**src/design/assert_macros.svh**
```systemverilog
// Assertion macros shared by the text command line decoder RTL.
// Needs signals named clk and rst in the including module's scope.
`ifndef ASSERT_MACROS_SVH
`define ASSERT_MACROS_SVH

// Property that must hold on every clock outside reset
`define ASSERT_CLK(label, prop, msg) \
  label: assert property (@(posedge clk) disable iff (rst) (prop)) else $error(msg);

// Condition that must never be true outside reset
`define ASSERT_NEVER(label, cond, msg) \
  label: assert property (@(posedge clk) disable iff (rst) !(cond)) else $error(msg);

`endif

```
**src/design/tcld_pkg.sv**
```systemverilog
// Shared types, character codes and sizes for the text command line decoder.
// No dependencies.
`default_nettype none

package tcld_pkg;

  // Period width and derived sizes
  localparam int PERIOD_BITS = 16;
  localparam int ACC_W       = PERIOD_BITS + 1;
  localparam int MAC_W       = ACC_W + 4;
  localparam int OUT_PER_W   = 16;
  localparam int WIDE_W      = (PERIOD_BITS > OUT_PER_W) ? PERIOD_BITS : OUT_PER_W;
  localparam int HEAD_LEN    = 7;
  localparam int CNT_W       = 3;

  localparam logic [PERIOD_BITS-1:0] PERIOD_MAX = '1;
  localparam logic [PERIOD_BITS-1:0] PERIOD_ONE = PERIOD_BITS'(1);
  localparam logic [ACC_W-1:0]       ACC_SAT    = ACC_W'(1) << PERIOD_BITS;
  localparam logic [CNT_W-1:0]       CNT_FULL   = CNT_W'(HEAD_LEN);

  // Character codes
  localparam logic [7:0] CH_NL    = 8'd10;
  localparam logic [7:0] CH_TAB   = 8'd9;
  localparam logic [7:0] CH_VT    = 8'd11;
  localparam logic [7:0] CH_FF    = 8'd12;
  localparam logic [7:0] CH_CR    = 8'd13;
  localparam logic [7:0] CH_SPACE = 8'h20;
  localparam logic [7:0] CH_PLUS  = 8'h2B;
  localparam logic [7:0] CH_MINUS = 8'h2D;
  localparam logic [7:0] CH_0     = 8'h30;
  localparam logic [7:0] CH_9     = 8'h39;
  localparam logic [7:0] CH_EQ    = 8'h3D;
  localparam logic [7:0] CH_A     = 8'h41;
  localparam logic [7:0] CH_C     = 8'h43;
  localparam logic [7:0] CH_D     = 8'h44;
  localparam logic [7:0] CH_E     = 8'h45;
  localparam logic [7:0] CH_F     = 8'h46;
  localparam logic [7:0] CH_G     = 8'h47;
  localparam logic [7:0] CH_I     = 8'h49;
  localparam logic [7:0] CH_L     = 8'h4C;
  localparam logic [7:0] CH_O     = 8'h4F;
  localparam logic [7:0] CH_P     = 8'h50;
  localparam logic [7:0] CH_R     = 8'h52;
  localparam logic [7:0] CH_S     = 8'h53;
  localparam logic [7:0] CH_T     = 8'h54;

  // Number parser phase
  typedef enum logic [1:0] {
    PH_SKIP,
    PH_DIGITS,
    PH_DONE
  } num_phase_t;

  // Command outcome codes
  typedef enum logic [3:0] {
    RES_SCALE_OK  = 4'd0,
    RES_SCALE_BAD = 4'd1,
    RES_PERIOD_OK = 4'd2,
    RES_PERIOD_CL = 4'd3,
    RES_STOP      = 4'd4,
    RES_START     = 4'd5,
    RES_ST_OTHER  = 4'd6,
    RES_LOG       = 4'd7,
    RES_OFF       = 4'd8,
    RES_UNKNOWN   = 4'd9
  } cmd_result_t;

  // Collected line state handed to the classifier
  typedef struct packed {
    logic [CNT_W-1:0]               count;
    logic [HEAD_LEN-1:0][7:0]       head;
    logic [ACC_W-1:0]               accum;
    logic                           negative;
  } line_info_t;

  // Persistent settings
  typedef struct packed {
    logic                   celsius;
    logic [PERIOD_BITS-1:0] period;
    logic                   stopped;
    logic                   off;
  } settings_t;

endpackage

`default_nettype wire

```
**src/design/text_command_line_decoder_top.sv**
```systemverilog
// Top level of the text command line decoder: input register, line collector,
// classifier and result register. Depends on tcld_pkg, tcld_line, tcld_cmd.
//
//   channel  | handshake           | payload
//   ---------+---------------------+--------------------------------------------
//   input    | in_valid / in_stall | rx_byte
//   result   | out_valid/out_stall | cmd_result, echo_line, celsius_now,
//            |                     | period_now, stopped_now, off_requested
//
// One byte per cycle while no newline waits on the result register; a byte is
// captured in the input register and consumed from it, and a newline's result
// is then captured in the result register. Only a newline waits on a full,
// stalled result register; other bytes pass through. Synchronous reset clears
// line state and returns settings to Fahrenheit, period 1, reporting on, no shutdown.
`default_nettype none

module text_command_line_decoder_top (
  input  wire logic        clk,
  input  wire logic        rst,
  input  wire logic        in_valid,
  output logic             in_stall,
  input  wire logic [7:0]  rx_byte,
  output logic             out_valid,
  input  wire logic        out_stall,
  output logic [3:0]       cmd_result,
  output logic             echo_line,
  output logic             celsius_now,
  output logic [15:0]      period_now,
  output logic             stopped_now,
  output logic             off_requested
);
  import tcld_pkg::*;
  `include "assert_macros.svh"

  logic        s1_valid;
  logic [7:0]  s1_byte;
  logic        s1_nl;
  logic        s1_go;
  logic        in_take;
  logic        out_take;
  logic        apply;

  line_info_t  info;
  cmd_result_t code;
  logic        echo;
  settings_t   settings_next;
  logic [WIDE_W-1:0] period_wide;

  // Handshake: a newline moves on only when the result register has room
  assign s1_nl    = (s1_byte == CH_NL);
  assign s1_go    = s1_valid && (!s1_nl || !out_valid || !out_stall);
  assign in_stall = s1_valid && !s1_go;
  assign in_take  = in_valid && !in_stall;
  assign out_take = out_valid && !out_stall;
  assign apply    = s1_go && s1_nl;

  // Input register
  always_ff @(posedge clk) begin
    if (rst) begin
      s1_valid <= 1'b0;
    end else if (in_take) begin
      s1_valid <= 1'b1;
    end else if (s1_go) begin
      s1_valid <= 1'b0;
    end
  end

  always_ff @(posedge clk) begin
    if (in_take) begin
      s1_byte <= rx_byte;
    end
  end

  tcld_line u_line (
    .clk     (clk),
    .rst     (rst),
    .step    (s1_go),
    .rx_char (s1_byte),
    .info    (info)
  );

  tcld_cmd u_cmd (
    .clk           (clk),
    .rst           (rst),
    .apply         (apply),
    .info          (info),
    .code          (code),
    .echo          (echo),
    .settings_next (settings_next)
  );

  assign period_wide = WIDE_W'(settings_next.period);

  // Result register
  always_ff @(posedge clk) begin
    if (rst) begin
      out_valid <= 1'b0;
    end else if (apply) begin
      out_valid <= 1'b1;
    end else if (out_take) begin
      out_valid <= 1'b0;
    end
  end

  always_ff @(posedge clk) begin
    if (apply) begin
      cmd_result    <= code;
      echo_line     <= echo;
      celsius_now   <= settings_next.celsius;
      period_now    <= period_wide[OUT_PER_W-1:0];
      stopped_now   <= settings_next.stopped;
      off_requested <= settings_next.off;
    end
  end

  `ASSERT_CLK(a_stall_needs_byte, in_stall |-> (s1_valid && s1_nl), "stall without a held newline")
  `ASSERT_CLK(a_result_follows, apply |=> out_valid, "newline consumed without a result")

endmodule

`default_nettype wire

```
**src/design/tcld_line.sv**
```systemverilog
// Line collector: head characters, character count and period number parser.
// Depends on tcld_pkg and assert_macros.svh.
`default_nettype none

module tcld_line (
  input  wire logic              clk,
  input  wire logic              rst,
  input  wire logic              step,
  input  wire logic [7:0]        rx_char,
  output tcld_pkg::line_info_t   info
);
  import tcld_pkg::*;
  `include "assert_macros.svh"

  logic [CNT_W-1:0]         count;
  logic [HEAD_LEN-1:0][7:0] head;
  logic [ACC_W-1:0]         accum;
  logic [ACC_W-1:0]         accum_next;
  logic                     negative;
  logic                     negative_next;
  num_phase_t               phase;
  num_phase_t               phase_next;

  logic             is_nl;
  logic             is_ws;
  logic             is_sign;
  logic             is_digit;
  logic             in_number;
  logic [MAC_W-1:0] mac;

  assign is_nl     = (rx_char == CH_NL);
  assign is_ws     = (rx_char == CH_SPACE) || (rx_char == CH_TAB) || (rx_char == CH_VT) ||
                     (rx_char == CH_FF) || (rx_char == CH_CR);
  assign is_sign   = (rx_char == CH_PLUS) || (rx_char == CH_MINUS);
  assign is_digit  = (rx_char >= CH_0) && (rx_char <= CH_9);
  assign in_number = step && !is_nl && (count == CNT_FULL);

  // accum * 10 + digit
  assign mac = {1'b0, accum, 3'b000} + {3'b000, accum, 1'b0} + MAC_W'(rx_char - CH_0);

  // Parser next state
  always_comb begin
    phase_next = phase;
    if (in_number) begin
      unique case (phase)
        PH_SKIP: begin
          if (is_ws) begin
            phase_next = PH_SKIP;
          end else if (is_sign || is_digit) begin
            phase_next = PH_DIGITS;
          end else begin
            phase_next = PH_DONE;
          end
        end
        PH_DIGITS: begin
          if (!is_digit) begin
            phase_next = PH_DONE;
          end
        end
        PH_DONE:   phase_next = PH_DONE;
        default:   phase_next = PH_DONE;
      endcase
    end
  end

  // Parser outputs: sign and saturating magnitude
  always_comb begin
    accum_next    = accum;
    negative_next = negative;
    if (in_number) begin
      if (phase == PH_SKIP && rx_char == CH_MINUS) begin
        negative_next = 1'b1;
      end
      if ((phase == PH_SKIP && !is_ws && !is_sign && is_digit) ||
          (phase == PH_DIGITS && is_digit)) begin
        accum_next = (mac > MAC_W'(ACC_SAT)) ? ACC_SAT : mac[ACC_W-1:0];
      end
    end
  end

  // Line registers; newline clears the line
  always_ff @(posedge clk) begin
    if (rst) begin
      count    <= '0;
      head     <= '0;
      accum    <= '0;
      negative <= 1'b0;
      phase    <= PH_SKIP;
    end else if (step) begin
      if (is_nl) begin
        count    <= '0;
        head     <= '0;
        accum    <= '0;
        negative <= 1'b0;
        phase    <= PH_SKIP;
      end else begin
        if (count != CNT_FULL) begin
          head[count[CNT_W-1:0]] <= rx_char;
          count                  <= count + CNT_W'(1);
        end
        accum    <= accum_next;
        negative <= negative_next;
        phase    <= phase_next;
      end
    end
  end

  assign info.count    = count;
  assign info.head     = head;
  assign info.accum    = accum;
  assign info.negative = negative;

  // Number parsing only starts once the head is full
  `ASSERT_CLK(a_head_first, count != CNT_FULL |-> phase == PH_SKIP && accum == '0, "early parse")

endmodule

`default_nettype wire

```
**src/design/tcld_cmd.sv**
```systemverilog
// Command classifier and settings registers (scale, period, stop, off).
// Depends on tcld_pkg and assert_macros.svh.
`default_nettype none

module tcld_cmd (
  input  wire logic               clk,
  input  wire logic               rst,
  input  wire logic               apply,
  input  wire tcld_pkg::line_info_t info,
  output tcld_pkg::cmd_result_t   code,
  output logic                    echo,
  output tcld_pkg::settings_t     settings_next
);
  import tcld_pkg::*;
  `include "assert_macros.svh"

  settings_t settings;

  logic [7:0] h0, h1, h2, h3, h4, h5, h6;
  logic       len3, len4, len5, len7;
  logic       is_scale, is_period, is_st, is_log, is_off;

  assign h0 = info.head[0];
  assign h1 = info.head[1];
  assign h2 = info.head[2];
  assign h3 = info.head[3];
  assign h4 = info.head[4];
  assign h5 = info.head[5];
  assign h6 = info.head[6];

  assign len3 = (info.count >= CNT_W'(3));
  assign len4 = (info.count >= CNT_W'(4));
  assign len5 = (info.count >= CNT_W'(5));
  assign len7 = (info.count == CNT_FULL);

  // Prefix matches
  assign is_scale  = len7 && h0 == CH_S && h1 == CH_C && h2 == CH_A && h3 == CH_L &&
                     h4 == CH_E && h5 == CH_EQ;
  assign is_period = len7 && h0 == CH_P && h1 == CH_E && h2 == CH_R && h3 == CH_I &&
                     h4 == CH_O && h5 == CH_D && h6 == CH_EQ;
  assign is_st     = len4 && h0 == CH_S && h1 == CH_T;
  assign is_log    = len3 && h0 == CH_L && h1 == CH_O && h2 == CH_G;
  assign is_off    = len3 && h0 == CH_O && h1 == CH_F && h2 == CH_F;

  // Classify the line and work out the settings after it
  always_comb begin
    settings_next = settings;
    code          = RES_UNKNOWN;
    echo          = 1'b1;
    priority if (is_scale) begin
      if (h6 == CH_F) begin
        settings_next.celsius = 1'b0;
        code                  = RES_SCALE_OK;
      end else if (h6 == CH_C) begin
        settings_next.celsius = 1'b1;
        code                  = RES_SCALE_OK;
      end else begin
        code = RES_SCALE_BAD;
        echo = 1'b0;
      end
    end else if (is_period) begin
      if (info.negative || info.accum == '0) begin
        settings_next.period = PERIOD_ONE;
        code                 = RES_PERIOD_CL;
      end else if (info.accum > ACC_W'(PERIOD_MAX)) begin
        settings_next.period = PERIOD_MAX;
        code                 = RES_PERIOD_CL;
      end else begin
        settings_next.period = info.accum[PERIOD_BITS-1:0];
        code                 = RES_PERIOD_OK;
      end
    end else if (is_st) begin
      if (h2 == CH_O && h3 == CH_P) begin
        settings_next.stopped = 1'b1;
        code                  = RES_STOP;
      end else if (len5 && h2 == CH_A && h3 == CH_R && h4 == CH_T) begin
        settings_next.stopped = 1'b0;
        code                  = RES_START;
      end else begin
        code = RES_ST_OTHER;
      end
    end else if (is_log) begin
      code = RES_LOG;
    end else if (is_off) begin
      settings_next.off = 1'b1;
      code              = RES_OFF;
    end else begin
      code = RES_UNKNOWN;
      echo = 1'b0;
    end
  end

  // Settings registers
  always_ff @(posedge clk) begin
    if (rst) begin
      settings.celsius <= 1'b0;
      settings.period  <= PERIOD_ONE;
      settings.stopped <= 1'b0;
      settings.off     <= 1'b0;
    end else if (apply) begin
      settings <= settings_next;
    end
  end

  `ASSERT_NEVER(a_period_nonzero, settings.period == '0, "report period reached zero")
  `ASSERT_CLK(a_off_sticky, settings.off |=> settings.off, "shutdown flag cleared")

endmodule

`default_nettype wire
```
**config.mk**
```make
export PLATFORM = sky130hd
export DESIGN_NAME = text_command_line_decoder_top
export DESIGN_NICKNAME = d
export VERILOG_FILES = /design/src/design/tcld_pkg.sv /design/src/design/text_command_line_decoder_top.sv /design/src/design/tcld_line.sv /design/src/design/tcld_cmd.sv
export VERILOG_INCLUDE_DIRS = /design/src /design/src/design
export SDC_FILE = /design/constraint.sdc
export NUM_CORES = 1
export LEC_CHECK = 0
export ABC_AREA = 1
export BUFFER_PORTS_ARGS = -buffer_cell sky130_fd_sc_hd__clkbuf_2
export CAP_MARGIN = 20
export CORE_ASPECT_RATIO = 0.7
export CORE_MARGIN = 4
export CORE_UTILIZATION = 35
export CTS_CLUSTER_SIZE = 12
export DETAILED_ROUTE_END_ITERATION = 7
export GPL_TIMING_DRIVEN = 0
export HOLD_SLACK_MARGIN = 0.12
export PLACE_DENSITY_LB_ADDON = 0.08
export SYNTH_ARGS = -nofsm -noshare
export SYNTH_HDL_FRONTEND = slang
export SYNTH_SLANG_ARGS = --single-unit
```
**constraint.sdc**
```tcl
create_clock -name clk -period 7.1 [get_ports clk]
set_input_delay 1.065 -clock clk [delete_from_list [all_inputs] [get_ports clk]]
set_output_delay 1.065 -clock clk [all_outputs]
set_load 0.02 [all_outputs]
```
======== Word level (Yosys, flattened, before mapping) ========
Cells that the tools add are included.
storage, ports and cells
  output and inout bits ................... 26
  register bits after elaboration ......... 132
  word-level logic and storage cells ...... 199
  bits of input ports ..................... 12
cells by class
  reductions and logical operators ........ 68
  $lt $le $gt $ge ......................... 9
  add/sub/neg operators ................... 4
  multiplexer cells ....................... 56
  equal/unequal tests ..................... 38
operators with widths
  operator              count
  $eq 8x7->1 const B    24
  $mux 56               2
  $mux 17               4
  $bwmux 56             1
  $mux 16               3
  $eq 8x4->1 const B    5
  $eq 8x6->1 const B    5
  $logic_and 1x1->1     39
  $mux 4                7
  $mux 1                26
  $demux 8 s3           1
  $add 20x18->21        1
  $add 21x21->21        1
  $gt 21x17->1 const B  1
  $mux 18               1
  $gt 17x16->1 const B  1
  $logic_not 17->1      1
  $mux 2                7
  $reduce_bool 2->1     6
  $logic_or 1x1->1      10
  $reduce_and 3->1      3
  $sub 8x6->9 const B   1
  $ge 8x6->1 const B    1
  $le 8x6->1 const B    1
  14 further kinds      23

======== Logic depth before layout (Yosys ltp) ========
Gate-level depths: netlist of the first run.
  word-level depth ........................ 13
  gate-level depth with buffers ........... 24
  depth with buffers taken out ............ 22

======== By module ========
Synthesis of the first run repeated with hierarchy kept, for this count alone.
unflattened totals
  cells, all modules ...................... 1250
  area total of the unflattened synthesis .. 8530.7 um2
by module, submodules not included
  module                         area each (um2)  times used  cells each
  tcld_line                      5083.6           1           746
  tcld_cmd                       2337.2           1           448
  text_command_line_decoder_top  1109.8           1           56

======== Worst setup path after synthesis of the first run ========
Ideal clock, no wire load.
  kind .................................... flip-flop to flip-flop
  start point ............................. register s1_byte[4]
  end point ............................... register u_line.accum[10]
  setup time .............................. 0.070 ns
  cell stages (with the launch flop) ...... 17
  data required time ...................... 7.030 ns
  period minus slack after synthesis ...... 3.844 ns
  setup slack ............................. 3.256 ns
  data arrival time ....................... 3.774 ns
  path through ............................ edfxtp_1 > ha_1 > nor2_1 > fa_1 > ha_1 > clkbuf_1 > nand2_1 > nor4_1 > nand2_1 > nand2_1 > nand2_1 > nand2_1 > nand2_1 > nor2_2 > clkbuf_1 > nand3_1 > a21oi_1
on the way
  word-level cells in the longest chain between the ends .. 12
  elaborated cells on any way between the ends .. 39
  those cells by class .................... add/sub: 2; order compare: 3; eq/ne: 8; mux: 4; reduce/logical: 22
RTL lines
  what                                                                     RTL line                             source
  from (decl)                                                              text_command_line_decoder_top.sv:36  logic [7:0] s1_byte;
  from (signal assigned)                                                   text_command_line_decoder_top.sv:70  s1_byte <= rx_byte;
  parallel branches: the longest is 12 deep, another holds $add 21x21->21  -
  to (signal assigned)                                                     tcld_line.sv:101                     accum <= accum_next;
  to (decl)                                                                tcld_line.sv:17                      logic [ACC_W-1:0] accum;
Parallel ways; which one is timed is not known. The select of a mux whose other input is x is not followed.
A chain may end at the register's enable or synchronous reset.

======== Worst setup path after layout of the first run ========
  start point ............................. register s1_byte[6]
  end point ............................... register u_line.accum[7]
The elaborated chain is that of the path after synthesis.

==> results of run 1 <==
[worst paths after layout]
path | start | end
setup / recovery | s1_byte[6] | u_line.accum[7]
hold / removal | u_cmd.settings[15] | u_cmd.settings[15]
setup reg to reg | s1_byte[6] | u_line.accum[7]
hold reg to reg | u_cmd.settings[15] | u_cmd.settings[15]
[through the flow]
stage	instance area, sq um	cells	total power [mW]
detailed placement	8330	1427	0.972
floorplan	7790	1108	0.914
CTS	8930	1459	1.88
global route	8930	1459	1.94
finish	8930	1459	1.86
global placement	8320	1426	0.972
[cells in the final DEF, fill, tap and decap left out, types with 24 or more instances in the layout]
cell,count
nand2_1,291
inv_1,135
nand3_1,121
a21oi_1,101
dfxtp_1,100
nor2_1,95
o21ai_0,48
clkbuf_2,36
edfxtp_1,32
ha_1,30
nor3_1,25
clkbuf_1,25
nand4_1,24
[routing by layer]
layer	up-vias	share of wire, %	track usage (%)
li1	3753	-	-
met3	23	7.0	4.64
met2	224	34	22.7
met1	3347	58	34.6
met5	-	0	0
met4	0	1.3	5.14
[logic make-up after synthesis]
logic type	synth area share (%)
fa+ha+maj	8.93
compound gates	11.1
xor+xnor	0.563
buf+inv	8.90
simple gates	32.4
flops	38.1
[registers in the layout, summed over array words and instances, names as in the netlist]
| name | flops |
|---|---|
| celsius_now | 1 |
| u_line.negative | 1 |
| u_line.count | 3 |
| cmd_result | 4 |
| s1_byte | 8 |
| off_requested | 1 |
| u_line.info | 56 |
| period_now | 16 |
| u_line.phase | 2 |
| out_valid | 1 |
| u_cmd.settings | 19 |
| stopped_now | 1 |
| s1_valid | 1 |
| echo_line | 1 |
| u_line.accum | 17 |
[final cells by class]
cell class,instances,area [sq um],share of cell area (%)
inverter,145,544,6.10
tap,282,353,3.95
clock inverter,11,150,1.68
clock buffer,21,450,5.05
buffer,34,149,1.67
timing repair buffer,37,188,2.10
sequential,132,2960,33.2
multi-input combinational,797,4130,46.3
[where the power goes]
| part | internal [mW] | leakage [nW] | switching (mW) | total [mW] |
|---|---|---|---|---|
| registers | 0.778 | 1.13 | 0.00992 | 0.788 |
| logic | 0.0453 | 2.35 | 0.126 | 0.171 |
| clock network | 0.564 | 0.288 | 0.342 | 0.906 |
| total | 1.39 | 3.77 | 0.478 | 1.86 |
[tightest hold or removal path: cells and delay by family, from the launching register on]
family / cells / cell delay, ns
and+or+nand+nor: 2 / 0.11
DFF: 1 / 0.31
==> impl_metrics.py, run 1 <==
metrics = {
    "power": {
        "leakagePower_nw": 3.77,
        "irDropWorstVdd_mv": 0.171,
        "power.density_nw_per_um2": 209,
    },
    "die": {
        "rows": 45,
        "die_y_um": 133,
        "die_area_sq_um": 24700,
        "coreArea_sq_um": 21800,
        "boundaryPins": 38,
        "die_w_um": 186,
        "start_util_pct": 35.7,
    },
    "synthesis": {
        "synth.top_cells.by_count": "nand2_1, inv_1, nand3_1",
        "synth_area_per_cell_sq_um": 7.03,
        "ys_ff_latch": 132,
        "synth_flop_cell": "dfxtp_1",
        "syn_nets": 1166,
        "netlist_top_cells_area": "dfxtp_1, nand2_1, edfxtp_1",
        "yosysWarnings": 0,
        "synth_edf_count": 32,
        "synth_cell_types": 37,
        "ys_seq_area_share_pct": 38.1,
        "netlist_instances": 1108,
        "yosysMostFrequentCell": "nand2_1",
        "synth_top_area_share_pct": 25.7,
        "syn-cell-area_sq_um": 7790,
        "async_flop_share_pct": 0,
        "yosysTopAreaCell": "dfxtp_1",
    },
    "clock_network": {
        "post_cts_buffers": 0,
        "cts_root_buffer": "clkbuf_16",
        "clock_latency_ns": 0.43,
        "clk_path_buf_depth": 2,
        "numCtsBuffers": 17,
        "holdBufCountCts": 0,
        "htree_levels": 4,
        "clk_pin_slew_worst_paths_ns": 0.06,
        "numClockSinks": 132,
        "tritoncts": "done",
        "postCtsResizedCells": 0,
    },
    "timing": {
        "slew_violations": 0,
        "min_period_ns": 4.43,
        "worst_pin_slew_ns": 1.17,
        "slew_headroom_pct": 21.8,
        "hold_violations": 0,
        "layout_setup_ws_ns": 2.67,
        "whs_ns": 0.450,
        "finalSetupTns_ns": 0,
        "fin_skew_ns": 0.0111,
        "period_share_pct": 62.4,
        "rsz0062_at_grt": "no",
        "max_freq_ghz": 0.226,
        "setup_violations": 0,
    },
    "critical_path": {
        "critPathBufInv": 6,
        "cp-end-kind": "register",
        "cpLargestDelayFamily": "buffers and inverters",
        "path_cells": "buf_2, nor2_2, inv_2, nor2_1, buf_4, fa_1, ha_1, clkbuf_1, a21oi_1, o21ai_0, nor2_1, nand3_1, nand2_1, inv_1, nand2_1, nor2_2, clkbuf_1, nand3_1, a21oi_1",
        "critical_path.max_fanout": 10,
        "crit_cells": 19,
        "cpPeakStageDelay_ns": 0.45,
        "crit_path_top_delay_cell": "fa_1",
        "path_class": "reg -> reg",
        "rr_worst_depth": 19,
        "rrSetupSlack_ns": 2.67,
        "cp.arrival_ns": 4.79,
        "startpoint_type": "register",
        "required_ns": 7.46,
    },
    "global_routing": {
        "first_global_vias": 6546,
        "grt_pass1_wl_um": 37900,
        "grt-ovfl-total": 0,
        "antenna_found_initial": 0,
        "grt_usage_pct": 19.8,
        "grt_max_degree": 26,
    },
    "route": {
        "drtIter0Drc": 762,
        "wl_per_cell_um": 16.4,
        "first_pass_iters": 6,
        "num_vias": 7347,
        "ant_nets": 0,
        "viasPerCell": 5.04,
        "drc_errors": 0,
        "postRouteWirelength_um": 23900,
    },
    "layout": {
        "fillers": 2309,
        "utilization_pct": 41.0,
        "fin_nets": 1222,
        "drive_gt1_share_pct": 8.58,
        "syn_to_final_growth_pct": 14.7,
        "antenna_cells": 0,
    },
    "place": {
        "gp_congestion": 0.918,
        "hpwl_um": 18200,
        "io_buffers": 36,
        "post-place-ws_ns": 2.82,
    },
    "hold_path": {
        "worst_hold_path.num_cells": 2,
        "min_path_type": "reg -> reg",
    },
    "run": {
        "maxCapViolCount": 0,
    },
    "run_status": {
        "status": "finished, final reports clean",
    },
}
(Power assumes the default switching activity.)
==> run 2: changes to the inputs <==
==> constraint.sdc (replaced) <==
create_clock -name clk -period 4.1 [get_ports clk]
set_input_delay 0.615 -clock clk [delete_from_list [all_inputs] [get_ports clk]]
set_output_delay 0.615 -clock clk [all_outputs]
set_load 0.02 [all_outputs]
==> run 2 against run 1 <==
Worst setup slack worse by 2.4 ns. Hold slack worse by 0.090 ns. Non-clock buffer count is 1 lower. Critical path type unchanged. Largest cell class unchanged. Highest routed layer unchanged.
==> impl_metrics.py, run 2 (synthesized netlist as in run 1, its figures left out) <==
metrics = {
    "die": {
        "die_w_um": 186,
        "start_util_pct": 35.7,
        "coreArea_sq_um": 21800,
        "rows": 45,
        "die_y_um": 133,
        "die_area_sq_um": 24700,
        "boundaryPins": 38,
    },
    "route": {
        "drc_errors": 0,
        "postRouteWirelength_um": 23800,
        "wl_per_cell_um": 16.3,
        "viasPerCell": 5.02,
        "drtIter0Drc": 766,
        "first_pass_iters": 5,
        "num_vias": 7320,
        "ant_nets": 0,
    },
    "layout": {
        "utilization_pct": 41.1,
        "finalNonFillerCells": 1458,
        "final_common_cell": "nand2_1",
        "layout_common_cells": "nand2_1, inv_1, nand3_1, a21oi_1, dfxtp_1",
        "antenna_cells": 0,
        "regArea_sq_um": 2960,
        "fillers": 2308,
        "drive_gt1_share_pct": 9.27,
        "multi_input_area_sq_um": 4160,
        "fin_nets": 1221,
        "syn_to_final_growth_pct": 15.1,
        "largest_reg_flops": 56,
    },
    "critical_path": {
        "startpoint": "s1_byte[6]",
        "reg2reg_to": "u_line.accum[7]",
        "critical_path.max_fanout": 10,
        "rr_worst_depth": 19,
        "startpoint_type": "register",
        "rrSetupSlack_ns": 0.25,
        "cp.arrival_ns": 4.21,
        "path_class": "reg -> reg",
        "cp-end-kind": "register",
        "required_ns": 4.46,
        "r2r-start": "s1_byte[6]",
    },
    "power": {
        "p_comb_share_pct": 9.4,
        "irDropWorstVdd_mv": 0.297,
        "power.total_mw": 3.24,
        "power.density_nw_per_um2": 362,
        "power_frac_seq_pct": 42.1,
        "p_int_mw": 2.41,
        "clkPwrFrac_pct": 48.5,
        "swShare_pct": 25.8,
        "leakagePower_nw": 3.78,
        "p_switching_mw": 0.835,
    },
    "place": {
        "dp_cells": 1427,
        "hpwl_um": 18200,
        "post-place-ws_ns": -0.183,
        "gp_congestion": 0.918,
        "io_buffers": 36,
    },
    "hold_path": {
        "hold_end": "s1_byte[2]",
        "worst_hold_path.num_cells": 1,
        "min_from": "rx_byte[2]",
        "min_path_type": "in -> reg",
    },
    "timing": {
        "period_share_pct": 94.0,
        "whs_ns": 0.360,
        "fin_skew_ns": 0.00977,
        "slew_violations": 0,
        "setup_violations": 0,
        "hold_violations": 0,
        "min_period_ns": 3.85,
        "worst_pin_slew_ns": 1.15,
        "max_freq_ghz": 0.259,
        "rsz0062_at_grt": "no",
        "layout_setup_ws_ns": 0.246,
        "slew_headroom_pct": 23.3,
    },
    "global_routing": {
        "grt-ovfl-total": 0,
        "antenna_found_initial": 0,
        "grt_usage_pct": 19.8,
        "first_global_vias": 6558,
        "grt_max_degree": 26,
        "grt_pass1_wl_um": 37900,
    },
    "run": {
        "maxCapViolCount": 0,
    },
    "clock_network": {
        "clk_pin_slew_worst_paths_ns": 0.06,
        "clock_latency_ns": 0.43,
        "tritoncts": "done",
        "clk_path_buf_depth": 2,
        "cts_root_buffer": "clkbuf_16",
        "numCtsBuffers": 17,
        "htree_levels": 4,
        "post_cts_buffers": 0,
        "numClockSinks": 132,
    },
    "run_status": {
        "status": "finished, final reports clean",
    },
}
==> run 2: changes by cell type in the layout (fill, tap and decap cells not counted), sizes merged <==
cell and change:
buf -1
==> run 2: worst max path at each step <==
stage	endpoint
4_1_cts	u_line.accum[14]
5_1_grt	u_line.accum[8]
2_1_floorplan	u_line.accum[10]
3_5_place_dp	u_line.accum[14]
6_report	u_line.accum[7]
3_3_place_gp	u_line.accum[7]
==> run 2: layer usage <==
metal  global-route usage (%)  share of wire (%)  wire length [um]
met4                     5.14                1.3               319
met3                     4.64                7.3              1750
met1                     34.6                 58             13800
met5                        0                  0                 0
met2                     22.8                 34              7990
==> run 2: power groups by stage <==
stage          Sequential (mW)  Combinational, mW  Clock, mW
2_1_floorplan             1.39              0.196          0
3_3_place_gp              1.39              0.292          0
3_5_place_dp              1.39              0.292          0
4_1_cts                   1.36              0.295       1.60
5_1_grt                   1.37              0.337       1.66
6_report                  1.36              0.303       1.57
==> run 2: what timing repair did <==
action,CTS,global route
gates resized for setup,3,11
hold buffers,0,0
gates cloned,0,0
pin swaps,0,0
setup endpoints to repair,10,16
==> run 2: layout make-up <==
type	instances	share of cell area, %
tap	282	3.94
clock buffer	21	5.03
timing repair buffer	37	2.14
multi-input combinational	797	46.4
inverter	145	6.07
sequential	132	33.1
clock inverter	11	1.68
buffer	33	1.70
==> run 2: metrics by stage <==
stage / TNS, ns / cell area [sq um]
3_3_place_gp: -8.47 / 8320
5_1_grt: 0 / 8960
4_1_cts: 0 / 8930
6_report: 0 / 8960
2_1_floorplan: 0 / 7790
3_5_place_dp: -1.58 / 8330
==> run 2: critical path, stage by stage (launching register included) <==
cell and delay [ns]:
edfxtp_1 0.36, clkbuf_4 0.26, nor2_2 0.18, inv_2 0.09, nor2_4 0.15, buf_6 0.19, fa_1 0.43, ha_1 0.42
a21oi_1 0.33, o21ai_0 0.21, nor2_1 0.17, nand2_1 0.07, nand2_1 0.05, nand2_1 0.06, inv_1 0.06, nand2_1 0.07
nor2_4 0.19, clkbuf_2 0.24, nand3_1 0.12, a21oi_1 0.13
==> run 3: changes to the inputs <==
--- a/config.mk
+++ b/config.mk
@@ -6,7 +6,6 @@
 export SDC_FILE = /design/constraint.sdc
 export NUM_CORES = 1
 export LEC_CHECK = 0
-export ABC_AREA = 1
 export BUFFER_PORTS_ARGS = -buffer_cell sky130_fd_sc_hd__clkbuf_2
 export CAP_MARGIN = 20
 export CORE_ASPECT_RATIO = 0.7
==> run 3 against run 2 <==
Non-clock buffer count increased by 21. Worst setup slack better by 0.014 ns. Sequential cell count did not move. Critical path type unchanged. Critical endpoint is now u_line.accum[3]. Largest power group unchanged.
==> impl_metrics.py, run 3 <==
metrics = {
    "route": {
        "postRouteWirelength_um": 22400,
        "drc_errors": 0,
        "first_pass_iters": 5,
        "num_vias": 6550,
        "ant_nets": 0,
        "wl_per_cell_um": 18.5,
        "viasPerCell": 5.41,
        "drtIter0Drc": 667,
    },
    "critical_path": {
        "r2r-start": "s1_byte[6]",
        "cp.arrival_ns": 4.18,
        "path_cells": "buf_4, nor3_4, buf_6, buf_4, fa_1, ha_1, a21o_1, a31oi_1, nor2_1, a211oi_1, a21oi_1, and3b_1, o211ai_1, buf_4, o31ai_1",
        "crit_path_top_delay_cell": "fa_1",
        "startpoint_type": "register",
        "rrSetupSlack_ns": 0.26,
        "reg2reg_to": "u_line.accum[3]",
        "cpPeakStageDelay_ns": 0.43,
        "critical_path.max_fanout": 10,
        "path_class": "reg -> reg",
        "cp-end-kind": "register",
        "crit_top_cell": "buf_4",
        "required_ns": 4.44,
        "rr_worst_depth": 15,
    },
    "global_routing": {
        "antenna_found_initial": 0,
        "grt-ovfl-total": 0,
        "first_global_vias": 5901,
        "grt_max_degree": 34,
        "grt_pass1_wl_um": 34900,
        "grt_usage_pct": 19.3,
    },
    "die": {
        "coreArea_sq_um": 20100,
        "start_util_pct": 36.1,
        "die_w_um": 180,
        "rows": 43,
        "die_area_sq_um": 23100,
        "die_y_um": 128,
        "boundaryPins": 38,
    },
    "power": {
        "irDropWorstVdd_mv": 0.260,
        "swShare_pct": 25.8,
        "power.density_nw_per_um2": 373,
        "p_comb_share_pct": 8.4,
        "leakagePower_nw": 3.21,
        "p_int_mw": 2.36,
        "power_frac_seq_pct": 42.9,
        "p_switching_mw": 0.821,
        "clkPwrFrac_pct": 48.8,
        "power.total_mw": 3.18,
    },
    "layout": {
        "final_common_cell": "nand2_1",
        "fin_area_sq_um": 8510,
        "syn_to_final_growth_pct": 17.3,
        "fillers": 2017,
        "largest_reg_flops": 56,
        "antenna_cells": 0,
        "layout_common_cells": "nand2_1, nor2_1, dfxtp_1, a21oi_1",
        "utilization_pct": 42.4,
        "drive_gt1_share_pct": 12.2,
        "fin_nets": 986,
    },
    "synthesis": {
        "synth_edf_count": 32,
        "ys_ff_latch": 132,
        "synth_area_per_cell_sq_um": 8.39,
        "yosysWarnings": 0,
        "syn_nets": 923,
        "ys_seq_area_share_pct": 40.8,
        "syn-cell-area_sq_um": 7250,
        "synth_mux_area_share_pct": 0.138,
        "synth_top_family_by_area": "simple AND/OR/NAND/NOR gates",
        "netlist_top_cells_area": "dfxtp_1, edfxtp_1, nand2_1",
        "synth_top_area_share_pct": 27.6,
        "yosysTopAreaCell": "dfxtp_1",
        "netlist_instances": 865,
        "synthXorXnorAreaFrac_pct": 1.81,
        "synth_flop_cell": "dfxtp_1",
        "synth.top_cells.by_count": "nand2_1, nor2_1, dfxtp_1",
        "async_flop_share_pct": 0,
        "yosys.area_share.simple_pct": 25.1,
        "synth_cell_types": 71,
        "yosysMostFrequentCell": "nand2_1",
        "synth-adder-area-share_pct": 9.59,
        "synth-compound-area-share_pct": 18.1,
    },
    "clock_network": {
        "tritoncts": "done",
        "cts_root_buffer": "clkbuf_16",
        "numClockSinks": 132,
        "clk_path_buf_depth": 2,
        "numCtsBuffers": 17,
        "clock_latency_ns": 0.43,
        "clk_pin_slew_worst_paths_ns": 0.06,
        "holdBufCountCts": 0,
        "htree_levels": 4,
    },
    "hold_path": {
        "worst_hold_path.num_cells": 1,
        "min_from": "rx_byte[2]",
        "hold_end": "s1_byte[2]",
        "min_path_type": "in -> reg",
    },
    "timing": {
        "fin_skew_ns": 0.00963,
        "period_share_pct": 93.7,
        "rsz0062_at_grt": "no",
        "min_period_ns": 3.84,
        "whs_ns": 0.362,
        "layout_setup_ws_ns": 0.260,
        "slew_violations": 0,
        "worst_pin_slew_ns": 0.729,
        "slew_headroom_pct": 51.4,
        "max_freq_ghz": 0.260,
        "setup_violations": 0,
        "hold_violations": 0,
    },
    "place": {
        "dpl_cell_area_sq_um": 7790,
        "io_buffers": 37,
        "gp_congestion": 0.905,
        "hpwl_um": 16700,
        "post-place-ws_ns": -0.398,
    },
    "run": {
        "maxCapViolCount": 0,
    },
    "run_status": {
        "status": "finished, final reports clean",
    },
}
[run 3: cell count changes after synthesis, moves of 28 or more]
cell,delta
nand2_1,-166
inv_1,-104
nand3_1,-84
a31oi_1,+32
a21oi_1,-30
o21ai_1,+28
[run 3: cell type report]
cell class / count / area, sq um / share of cell area, %
plain buffers: 44 / 196 / 2.31
clock buffers: 19 / 443 / 5.20
clock inverters: 13 / 149 / 1.75
inverters: 32 / 120 / 1.41
multi-input cells: 654 / 4040 / 47.4
flip-flops and latches: 132 / 2960 / 34.8
well taps: 270 / 338 / 3.97
repair buffers: 47 / 264 / 3.10
[run 3: power by group through the flow]
stage | clock (mW) | combinational (mW) | sequential (mW)
floorplan | 0 | 0.164 | 1.39
global placement | 0 | 0.242 | 1.39
detailed placement | 0 | 0.241 | 1.39
CTS | 1.58 | 0.251 | 1.36
global route | 1.63 | 0.291 | 1.36
finish | 1.55 | 0.266 | 1.36
[run 3: timing repair]
item / in CTS / in global routing
gates resized for setup: 11 / 14
setup buffers: 2 / 7
pin swaps: 1 / 1
setup endpoints to repair: 17 / 17
[run 3: layer usage]
metal  vias up  GRT usage (%)  wire length, um  part of all wire, %
met1      3084           32.7            12500                   56
met4         0           3.91              169                 0.75
met5         -              0                0                    0
met2       223           23.0             7860                   35
li1       3227              -                -                    -
met3        16           5.57             1910                  8.5
[run 3: how the worst max path moves through the flow]
| stage | end | startpoint | slack, ns |
|---|---|---|---|
| after floorplan | u_line.accum[12] | s1_byte[4] | 0.03 |
| after global placement | u_line.accum[12] | s1_byte[6] | -1.06 |
| after detailed placement | u_line.accum[2] | s1_byte[6] | -0.40 |
| after CTS | u_line.accum[11] | s1_byte[5] | 0.02 |
| after global routing | u_line.accum[11] | s1_byte[6] | 0.005 |
| final | u_line.accum[3] | s1_byte[6] | 0.26 |
[run 3: metrics by stage]
stage                     setup TNS [ns]  cells
after floorplan                        0    865
after global placement            -16.35   1172
after detailed placement           -5.01   1173
after CTS                              0   1207
after global routing                   0   1211
final                                  0   1211
[run 3: kinds of logic (layout without fill, tap and decap cells)]
kind of cell,count (synthesis),after routing
xor+xnor,15,15
simple gates,374,374
fa+ha+maj,46,46
mux,1,1
flops,132,132
compound gates,218,218
buf+inv,79,155
[run 3: worst max-delay path, delay by kind of cell, from the launching register on]
family	cells	cell delay, ns
adders and majority gates	2	0.83
AOI/OAI and AO/OA	6	1.13
buffers and inverters	4	0.72
DFF	1	0.41
and+or+nand+nor	3	0.65
